**src/sv/salv_pkg.sv**
```systemverilog
`default_nettype none
// ---------------------------------------------------------------------------
// salv_pkg
// Shared types and constants of the set-associative LRU victim lookup.
// ---------------------------------------------------------------------------
package salv_pkg;

  localparam int WAYS    = 4;
  localparam int SETS    = 64;
  localparam int NBLOCKS = WAYS * SETS;

  localparam int WAY_W = (WAYS > 1) ? $clog2(WAYS) : 1;
  localparam int SET_W = (SETS > 1) ? $clog2(SETS) : 1;
  localparam int BLK_W = (NBLOCKS > 1) ? $clog2(NBLOCKS) : 1;

  localparam int ADDR_W   = 32;
  localparam int TAG_W    = 32;
  localparam int BNUM_W   = 8;
  localparam int LRU_W    = 2;
  localparam int OFS_W    = 4;
  localparam int IDX_W    = 3;
  localparam int SHIFT_W  = 5;
  localparam int CFG_IX_W = 1;
  localparam int CFG_D_W  = 4;

  localparam logic [LRU_W-1:0] FAR_RANK = LRU_W'(WAYS - 1);

  localparam logic [OFS_W-1:0] OFS_RESET = OFS_W'(4);
  localparam logic [IDX_W-1:0] IDX_RESET = IDX_W'(6);

  typedef enum logic [0:0] {
    REQ_LOOKUP = 1'b0,
    REQ_WRITE  = 1'b1
  } req_t;

  typedef enum logic [CFG_IX_W-1:0] {
    CFG_OFFSET_BITS = 1'b0,
    CFG_INDEX_BITS  = 1'b1
  } cfg_reg_t;

  typedef struct packed {
    req_t               req_type;
    logic [ADDR_W-1:0]  address;
    logic [BNUM_W-1:0]  entry_block;
    logic               entry_valid;
    logic [TAG_W-1:0]   entry_tag;
    logic [LRU_W-1:0]   entry_lru;
  } in_word_t;

  typedef struct packed {
    logic [BNUM_W-1:0] block_number;
    logic              hit;
    logic [LRU_W-1:0]  lru_rank;
  } out_word_t;

  typedef struct packed {
    logic capture;
    logic write;
    logic issue;
    logic load_out;
  } dp_cmd_t;

  typedef struct packed {
    logic last_way;
    logic out_free;
  } dp_sts_t;

endpackage
`default_nettype wire

```
**src/sv/salv_ctrl.sv**
```systemverilog
`default_nettype none
// ---------------------------------------------------------------------------
// salv_ctrl
// Sequencer: accepts words, walks the ways of a set, hands off the result.
// ---------------------------------------------------------------------------
module salv_ctrl (
  input  wire logic              clk,
  input  wire logic              rst_n,
  input  wire logic              in_valid,
  input  wire salv_pkg::req_t    req_type,
  output logic                   in_ready,
  input  wire salv_pkg::dp_sts_t sts,
  output salv_pkg::dp_cmd_t      cmd
);

  typedef enum logic [1:0] {
    ST_IDLE,
    ST_SCAN,
    ST_DRAIN,
    ST_RESULT
  } state_t;

  state_t state_r, state_nxt;

  always_comb begin
    state_nxt = state_r;
    cmd       = '0;
    in_ready  = 1'b0;
    unique case (state_r)
      ST_IDLE: begin
        in_ready = 1'b1;
        if (in_valid) begin
          if (req_type == salv_pkg::REQ_WRITE) begin
            cmd.write = 1'b1;
          end else begin
            cmd.capture = 1'b1;
            state_nxt   = ST_SCAN;
          end
        end
      end
      ST_SCAN: begin
        cmd.issue = 1'b1;
        if (sts.last_way) begin
          state_nxt = ST_DRAIN;
        end
      end
      // The last way read is compared in this cycle.
      ST_DRAIN: begin
        state_nxt = ST_RESULT;
      end
      ST_RESULT: begin
        if (sts.out_free) begin
          cmd.load_out = 1'b1;
          state_nxt    = ST_IDLE;
        end
      end
      default: begin
        state_nxt = ST_IDLE;
      end
    endcase
  end

  always_ff @(posedge clk) begin
    if (!rst_n) begin
      state_r <= ST_IDLE;
    end else begin
      state_r <= state_nxt;
    end
  end

endmodule
`default_nettype wire

```
**config.mk**
```make
export PLATFORM = sky130hd
export DESIGN_NAME = salv_ctrl
export DESIGN_NICKNAME = d
export VERILOG_FILES = /design/src/sv/salv_pkg.sv /design/src/sv/salv_ctrl.sv
export SDC_FILE = /design/constraint.sdc
export NUM_CORES = 1
export LEC_CHECK = 0
export BUFFER_PORTS_ARGS = -buffer_cell sky130_fd_sc_hd__buf_4
export CAP_MARGIN = 15
export CORE_AREA = 2 2 39 41
export DETAILED_ROUTE_END_ITERATION = 8
export DIE_AREA = 0 0 41 43
export GPL_ROUTABILITY_DRIVEN = 0
export SLEW_MARGIN = 10
export SYNTH_ARGS = -nofsm -noshare
export SYNTH_HDL_FRONTEND = slang
export SYNTH_SLANG_ARGS = --single-unit
```
**constraint.sdc**
```tcl
create_clock -name clk -period 1.25 [get_ports clk]
set_input_delay 0 -clock clk [delete_from_list [all_inputs] [get_ports clk]]
set_output_delay 0 -clock clk [all_outputs]
set_load 0.005 [all_outputs]
```
==> summary.md, run 1 <==
| Metric | Value |
|---|---|
| Critical Path RT | `1390 ps` |
| Post-Syn Nets | `34` |
| Fin Hold WS | `between 40 and 50 ps` |
| DR pass1 iterations | `2` |
| Crit path max-delay cell type | `dfxtp_4` |
| Vias/cell | `just under 4` |
| Mux share of post-synthesis cell area | `a little under a tenth` |
| Area of the multi-input gates | `about 230 µm²` |
| NumNets Final | `between 50 and 60` |
| Wire length per cell | `8.596 µm` |
| DRC violations left | `0` |
| Crit Path Category | `flip-flop to flip-flop` |
| Yosys cell types | `12` |
| Overflow after GRT | `0` |
| Post-Syn Area | `approximately 220 µm²` |
| CTS tree | `yes` |
| Clk slew on worst S/H paths | `roughly 30 ps` |
| CP Buf/Inv Count | `1` |
| Max FO, Critical Path | `4` |
| Most common cell after layout, fill and taps aside | `buf_4` |
| FMAX | `around 750 MHz` |
| Synthesized-area fraction occupied by adder cells | `between 20% and 30%` |
| Area Overhead vs Synth | `103.4%` |
| Violated checks | `setup timing` |
| Fin. max-slew vios | `0` |
| LEAKAGE | `approximately 0.20 nW` |
| Largest net degree at the start of global routing | `5` |
| Cells along the critical path | `buf_4 > ha_4 > nor2b_4 > a2111oi_4 > mux2i_1` |
| Site Rows | `14` |
| Synth Area in Compound Gates | `between 10% and 20%` |
| CTS buffer count | `3` |
| Chip Height | `around 43 µm` |
| Hold Crit Class | `input pin to flip-flop` |
| Initial Utilization | `16.00%` |
| Filler cells | `about 140` |
| Sequential element share of the synthesized area | `between 10% and 20%` |
| Tmin final | `between 1000 and 1500 ps` |
| Status | `finished, violations left` |
| Clk_lat worst skew | `~220 ps` |
| Slowest cell delay on critical path | `between 300 and 400 ps` |
| Max-cap violation count | `0` |
| Vias | `around 220` |
| Crit path max-delay family | `flip-flops` |
| Area of the die | `around 1800 µm²` |
| Vias in the first global route | `approximately 190` |
| H-tree levels | `1` |
| First DRT Iteration DRCs | `3` |
| Most flops, register | `state_r` |
| Crit path DAT | `between 1000 and 1500 ps` |
| Initial antenna violation count | `0` |
| Worst-margin pin slew | `approximately 350 ps` |
| Largest family of logic cells by synthesized area | `adder cells` |
| Largest regs | `state_r x2` |
| Yosys warns | `0` |
| Fin util | `between 30% and 40%` |
| Final setup fails | `2` |
| Maximum VDD drop | `679.8 µV` |
| Clock sinks | `2` |
| Maximum buffer depth of the clock tree | `2` |
| Placed wire-length estimate | `approximately 370 µm` |
| Pwr Density | `1874 nW/µm²` |
| Reg area | `approximately 48 µm²` |
| Critical Path End Type | `flip-flop` |
| Total Negative Setup Slacks | `-165.4 ps` |
| I/O pin count | `11` |
| Max transition margin | `76.81%` |
| Clock Skew | `about 3.2 ps` |
| First-pass GRT wire length | `~710 µm` |
| Antenna-violating nets left | `0` |
| Port Buffers | `10` |
| Setup slack after layout | `-87.61 ps` |
| Area share of and/or/nand/nor cells after synthesis | `26.55%` |
| Die width | `41 µm` |
| Gr usage total | `around 6.4%` |
| Antenna Cells | `0` |
| Most frequent cells in the layout | `buf_4 (14), nand2_1 (3), nor2b_4 (3), ha_4 (3), clkbuf_4 (3)` |
| XOR/XNOR share of the synthesized area | `0%` |
| Tcrit/Tclk final | `107.0%` |
| Syn Inst Count | `23` |
| Drt total wl | `between 400 and 500 µm` |
| Final Hold Viols | `0` |
| RSZ-0062 raised after global routing | `yes` |
| Syn Area/Cell | `approximately 9.6 µm²` |
| Max reg flops | `2` |
| Root Buffer | `clkbuf_4` |
| Share of layout cells above drive strength 1 | `about four fifths` |
| Core area | `between 1000 and 1500 µm²` |
| Worst Setup Start Kind | `flip-flop` |
| Seq cells post-synth | `2` |
==> repair_timing <==
item | in CTS | in global routing
pin swaps | 1 | 2
endpoints found under the hold margin | 0 | 0
gates resized for setup | 7 | 6
buffers inserted | 0 | 2
hold buffers | 0 | 0
endpoints found under the setup margin | 2 | 2
cloned | 0 | 0
==> where the power goes <==
group / switching (W) / total (W) / leakage [nW] / internal (W)
clock: 0.0000372 / 0.000143 / 0.0138 / 0.000106
sequential: 0.0000439 / 0.000146 / 0.0178 / 0.000102
combinational: 0.000212 / 0.000555 / 0.165 / 0.000343
total: 0.000293 / 0.000844 / 0.197 / 0.000551
==> per-layer routing <==
metal	vias up	global-route usage, %	wire length, µm
met5	-	0	0
met4	0	0	0
met3	0	7.853	49
met2	9	8.438	224
met1	96	7.029	217
li1	114	-	-
==> cells by family after synthesis <==
family,after synthesis
simple gates,10
fa+ha+maj,5
compound gates,2
buf+inv,2
mux,2
flops,2
==> cell type report <==
class	instances	area share, %
timing repair buffer	15	25.83
multi-input combinational	19	51.39
clock buffer	3	5.000
tap	16	4.444
sequential	2	10.56
inverter	2	2.778
==> cell usage after synthesis <==
cell type,n,area share [%]
ha_1,5,28
nand2_1,4,6.8
dfxtp_1,2,18
inv_1,2,3.4
mux2i_1,2,9.0
nor2b_1,2,5.6
a2111oi_4,1,12
and2_2,1,3.4
and3_1,1,2.8
nor2_1,1,1.7
nor2b_4,1,6.2
o21ai_0,1,2.3
==> path summary, 6_finish.rpt <==
| kind | start | to | slack, ps | cells after the start |
|---|---|---|---|---|
| setup / recovery | state_r[0] | state_r[1] | -90 | 5 |
| hold / removal | rst_n | state_r[0] | 50 | 3 |
| setup reg to reg | state_r[0] | state_r[1] | -90 | 5 |
| hold reg to reg | state_r[0] | state_r[0] | 510 | 2 |
==> through the flow <==
| step | area [µm²] | setup slack (ps) | total power [W] | instances |
|---|---|---|---|---|
| 5_1_grt | 450.4 | -140.2 | 0.0009129 | 57 |
| 6_report | 450.4 | -87.61 | 0.0008440 | 57 |
| 3_5_place_dp | 356.6 | -102.3 | 0.0005407 | 52 |
| 2_1_floorplan | 239.0 | -15.20 | 0.0003600 | 23 |
| 4_1_cts | 409.1 | -94.74 | 0.0007370 | 55 |
| 3_3_place_gp | 356.6 | -89.99 | 0.0005390 | 52 |
==> worst reg2reg max path, cell delays in order (launching register included) <==
cell	delay, ps
dfxtp_4	360
buf_4	140
ha_4	150
nor2b_4	120
a2111oi_4	270
mux2i_1	220
No activity file was read; power rests on OpenSTA's default activity.
==> inputs of run 2 (changes only) <==
BUFFER_PORTS_ARGS = unset   (was -buffer_cell sky130_fd_sc_hd__buf_4)
DONT_BUFFER_PORTS = 1   (was unset)
REMOVE_ABC_BUFFERS = 1   (was unset)
==> run 2 against run 1 <==
- combinational power decreased by 5.8%
- wire length rose by 11%
- sequential cell count stayed put
- the run still ends with setup timing left
==> summary.md, run 2 (synthesized netlist as in run 1, its figures left out) <==
| Metric | Value |
|---|---|
| Pwr Density | `2030 nW/µm²` |
| Clock sinks | `2` |
| Fin. max-slew vios | `0` |
| RSZ-0062 raised after global routing | `yes` |
| Area of the multi-input gates | `just over 200 µm²` |
| Violated checks | `setup timing` |
| NumNets Final | `50` |
| Largest regs | `state_r x2` |
| Maximum VDD drop | `around 410 µV` |
| Reg area | `~48 µm²` |
| Area of the die | `between 1500 and 2000 µm²` |
| Reg2reg end | `state_r[1]` |
| Hold path depth | `1` |
| Hold Crit Class | `input pin to primary output` |
| Worst-margin pin slew | `between 300 and 400 ps` |
| Placed wire-length estimate | `387.6 µm` |
| CTS tree | `yes` |
| Status | `finished, violations left` |
| Max-cap violation count | `0` |
| H-tree levels | `1` |
| Most frequent cells in the layout | `buf_4 (9), nand2_1 (4), nor2b_4 (3), clkbuf_4 (3)` |
| Initial Utilization | `~16%` |
| Max FO, Critical Path | `3` |
| Share of layout cells above drive strength 1 | `approximately 65%` |
| R2R Setup Slk | `-100 ps` |
| Vias | `slightly above 200` |
| Worst R2R Path Depth | `5` |
| Setup slack after layout | `-98.60 ps` |
| Tmin final | `between 1000 and 1500 ps` |
| Crit path DAT | `approximately 1500 ps` |
| First DRT Iteration DRCs | `2` |
| LEAKAGE | `0.1741 nW` |
| Site Rows | `14` |
| Antenna Cells | `0` |
| Worst R2R Start | `state_r[1]` |
| Fin util | `28.66%` |
| Die width | `just over 40 µm` |
| Most flops, register | `state_r` |
| Vias in the first global route | `approximately 190` |
| Gr usage total | `8.008%` |
| DR pass1 iterations | `3` |
| Min-delay src | `req_type` |
| Final setup fails | `2` |
| Initial antenna violation count | `0` |
| Max reg flops | `2` |
| Overflow after GRT | `0` |
| Clk_lat worst skew | `230 ps` |
| Worst Setup Start Kind | `flip-flop` |
| Area Overhead vs Synth | `79.10%` |
| Root Buffer | `clkbuf_4` |
| Core area | `approximately 1400 µm²` |
| Critical Path RT | `around 1400 ps` |
| Crit Path Category | `flip-flop to flip-flop` |
| Final Hold Viols | `0` |
| FMAX | `741.5 MHz` |
| I/O pin count | `11` |
| Chip Height | `~43 µm` |
| Clk slew on worst S/H paths | `~30 ps` |
| Largest net degree at the start of global routing | `5` |
| Port Buffers | `0` |
| Critical Path End Type | `flip-flop` |
| DRC violations left | `0` |
| Antenna-violating nets left | `0` |
| First-pass GRT wire length | `a little under 800 µm` |
| Hold path endpoint | `cmd[3]` |
| Tcrit/Tclk final | `107.9%` |
| Drt total wl | `545 µm` |
| Filler cells | `147` |
| Max transition margin | `77.35%` |
| Wire length per cell | `~10 µm` |
| Vias/cell | `3.887` |
| CTS buffer count | `3` |
| Fin Hold WS | `between 30 and 40 ps` |
| Most common cell after layout, fill and taps aside | `buf_4` |
| Clock Skew | `4.612 ps` |
| Maximum buffer depth of the clock tree | `2` |
-- run 2: where the power goes --
part / switching (W) / total, W / leakage [nW] / internal (W)
clock: 0.0000446 / 0.000151 / 0.0138 / 0.000106
combinational: 0.000201 / 0.000523 / 0.143 / 0.000321
sequential: 0.0000296 / 0.000131 / 0.0178 / 0.000102
-- run 2: through the flow --
stage / worst slack, ps / area (µm²) / TNS, ps / total power [W] / std cells
final: -98.60 / 396.6 / -190.7 / 0.0008052 / 53
after global routing: -153.3 / 396.6 / -300.1 / 0.0008709 / 53
after CTS: -102.6 / 379.1 / -198.3 / 0.0007808 / 52
after detailed placement: -155.9 / 286.5 / -310.2 / 0.0004911 / 45
after global placement: -144.0 / 286.5 / -282.6 / 0.0004811 / 45
after floorplan: -155.6 / 221.5 / -311.2 / 0.0003302 / 23
-- run 2: area by class of cell --
cell class	instances	area share [%]
clock buffers	3	5.678
inverters	2	3.155
multi-input cells	19	52.05
flip-flops and latches	2	11.99
well taps	16	5.047
repair buffers	11	22.08
-- run 2: worst max-delay path by stage --
stage	startpoint	to	slack (ps)	depth (start not counted)
6_report	state_r[1]	state_r[1]	-100	5
2_1_floorplan	state_r[0]	state_r[0]	-160	5
5_1_grt	state_r[1]	state_r[1]	-150	5
3_5_place_dp	state_r[0]	state_r[1]	-160	5
3_3_place_gp	state_r[0]	state_r[1]	-140	5
4_1_cts	state_r[0]	state_r[1]	-100	5
-- run 2: critical path: stages (launching register included) --
cell,delay [ps]
dfxtp_4,350
inv_4,50
ha_4,150
nor2b_4,120
a2111oi_4,390
mux2i_1,210
-- run 2: timing repair --
item / in CTS / in global routing
gates resized for setup: 12 / 4
hold endpoints to repair: 2 / 0
hold buffers: 2 / 0
buffers inserted: 2 / 1
pin swaps: 1 / 1
endpoints found under the setup margin: 2 / 2
-- run 2: routing by layer --
layer	vias up	part of all wire (%)	wire (µm)	GRT usage [%]
met3	2	6.6	36	6.283
met1	90	35	192	6.051
met2	9	54	295	10.63
met5	-	0	0	0
li1	105	-	-	-
met4	0	3.9	21	10.00
==> inputs of run 3 (changes only) <==
CORE_AREA = 8 8 45 47   (was 2 2 39 41)
DIE_AREA = 0 0 53 55   (was 0 0 41 43)
SETUP_SLACK_MARGIN = 0.05   (was unset)
==> run 3 against run 2 <==
- highest routed layer is now met3
- critical path type unchanged
- sequential share of layout area is 0.88 points lower
- combinational power is 2% higher
- clock power is 7% lower
- largest power group unchanged
- the run still ends with setup timing left
- global-route usage is 3.3 points lower
==> summary.md, run 3 (synthesized netlist as in run 1, its figures left out) <==
| Metric | Value |
|---|---|
| Overflow after GRT | `0` |
| Pwr Density | `1971 nW/µm²` |
| Root Buffer | `clkbuf_4` |
| Tmin final | `around 1300 ps` |
| Initial antenna violation count | `0` |
| Initial Utilization | `~16%` |
| Crit Path Category | `flip-flop to flip-flop` |
| Max FO, Critical Path | `3` |
| Max transition margin | `79.33%` |
| Clock Skew | `approximately 0.18 ps` |
| Crit path DAT | `around 1500 ps` |
| Vias in the first global route | `between 200 and 250` |
| Cells along the critical path | `inv_2 > ha_4 > nor2b_4 > a2111oi_4 > mux2i_1` |
| Most frequent cells in the layout | `buf_4 (5), nand2_1 (4), nor2b_4 (3), clkbuf_4 (3), buf_6 (3)` |
| Largest regs | `state_r x2` |
| Clk slew on worst S/H paths | `about 30 ps` |
| CTS buffer count | `3` |
| Crit path max-delay family | `flip-flops` |
| Most common cell after layout, fill and taps aside | `buf_4` |
| Clk_lat worst skew | `between 200 and 250 ps` |
| First DRT Iteration DRCs | `4` |
| Site Rows | `14` |
| Largest net degree at the start of global routing | `5` |
| Area of the die | `2915 µm²` |
| Chip Height | `~55 µm` |
| NumNets Final | `49` |
| Drt total wl | `~550 µm` |
| CP Buf/Inv Count | `1` |
| Core area | `approximately 1400 µm²` |
| DRC violations left | `0` |
| WP depth | `5` |
| Wire length per cell | `10.58 µm` |
| LEAKAGE | `roughly 0.17 nW` |
| Vias/cell | `between 3 and 4` |
| DR pass1 iterations | `2` |
| FMAX | `about 760 MHz` |
| Critical Path RT | `1390 ps` |
| Pre-CTS setup slack | `-192.1 ps` |
| Fin cells | `52` |
| Worst Setup Start Kind | `flip-flop` |
| First-pass GRT wire length | `~900 µm` |
| Crit path max-delay cell type | `dfxtp_2` |
| Max-cap violation count | `0` |
| CTS tree | `yes` |
| Max reg flops | `2` |
| Share of layout cells above drive strength 1 | `approximately two thirds` |
| Worst R2R Path Depth | `5` |
| Worst-margin pin slew | `roughly 310 ps` |
| Violated checks | `setup timing` |
| RSZ-0062 raised after global routing | `yes` |
| Die width | `roughly 53 µm` |
| Maximum VDD drop | `between 400 and 500 µV` |
| Setup slack after layout | `-64.48 ps` |
| H-tree levels | `1` |
| Status | `finished, violations left` |
| Antenna-violating nets left | `0` |
| Port Buffers | `0` |
| Total power | `0.0007992 W` |
| Filler cells | `between 150 and 200` |
| Gr usage total | `between 4 and 5%` |
| Maximum buffer depth of the clock tree | `2` |
| Area Overhead vs Synth | `83.05%` |
| Final Hold Viols | `0` |
| Total Negative Setup Slacks | `-112.5 ps` |
| I/O pin count | `11` |
| Most flops, register | `state_r` |
| Clock sinks | `2` |
| Vias | `around 200` |
| Dpl cells | `45` |
| Antenna Cells | `0` |
| Fin. max-slew vios | `0` |
| Hold Crit Class | `input pin to primary output` |
| Slowest cell delay on critical path | `approximately 340 ps` |
| Final setup fails | `2` |
| Critical Path End Type | `flip-flop` |
| Hold path depth | `1` |
| Tcrit/Tclk final | `105.2%` |
| Placed wire-length estimate | `435.1 µm` |
-- run 3: cell type report --
| type | count | area (µm²) | share of cell area, % |
|---|---|---|---|
| clock buffers | 3 | 22.52 | 5.556 |
| inverters | 2 | 7.507 | 1.852 |
| multi-input cells | 19 | 219.0 | 54.01 |
| flip-flops and latches | 2 | 45.04 | 11.11 |
| well taps | 16 | 20.02 | 4.938 |
| repair buffers | 10 | 91.34 | 22.53 |
-- run 3: worst register-to-register path, cell delays in order (launching register included) --
cell and delay [ps]:
dfxtp_2 340, inv_2 80, ha_4 160, nor2b_4 120, a2111oi_4 320, mux2i_1 220
-- run 3: worst paths after layout --
check | from | end | slack [ps]
worst max-delay path | state_r[1] | state_r[0] | -60
worst min-delay path | req_type | cmd[3] | 40
worst max register to register | state_r[1] | state_r[0] | -60
worst min register to register | state_r[1] | state_r[1] | 600
-- run 3: layer usage --
layer	track usage (%)	vias to the layer above	share of wire, %	routed length, µm
li1	-	103	-	-
met1	3.939	90	38	210
met2	6.836	8	45	250
met3	5.080	0	16	89
met4	2.586	0	0	0
met5	0	-	0	0
-- run 3: metrics by stage --
step | instance area (µm²) | hold slack [ps] | util, %
after CTS | 365.4 | 37.74 | 26.40
after global routing | 405.4 | 36.76 | 29.29
after detailed placement | 286.5 | 37.91 | 20.71
after global placement | 286.5 | 38.22 | 20.71
final | 405.4 | 36.11 | 29.29
after floorplan | 221.5 | 31.10 | -
-- run 3: repair_timing --
| item | CTS | global route |
|---|---|---|
| gates resized for setup | 10 | 8 |
| buffers inserted | 1 | 1 |
| endpoints found under the setup margin | 2 | 3 |
| cloned | 0 | 0 |
| pin swaps | 2 | 1 |
| endpoints found under the hold margin | 2 | 0 |
| hold buffers | 2 | 0 |
-- run 3: power breakdown --
group / switching [W] / internal (W)
combinational: 0.000205 / 0.000328
sequential: 0.0000269 / 0.0000989
clock: 0.0000345 / 0.000106
total: 0.000267 / 0.000532
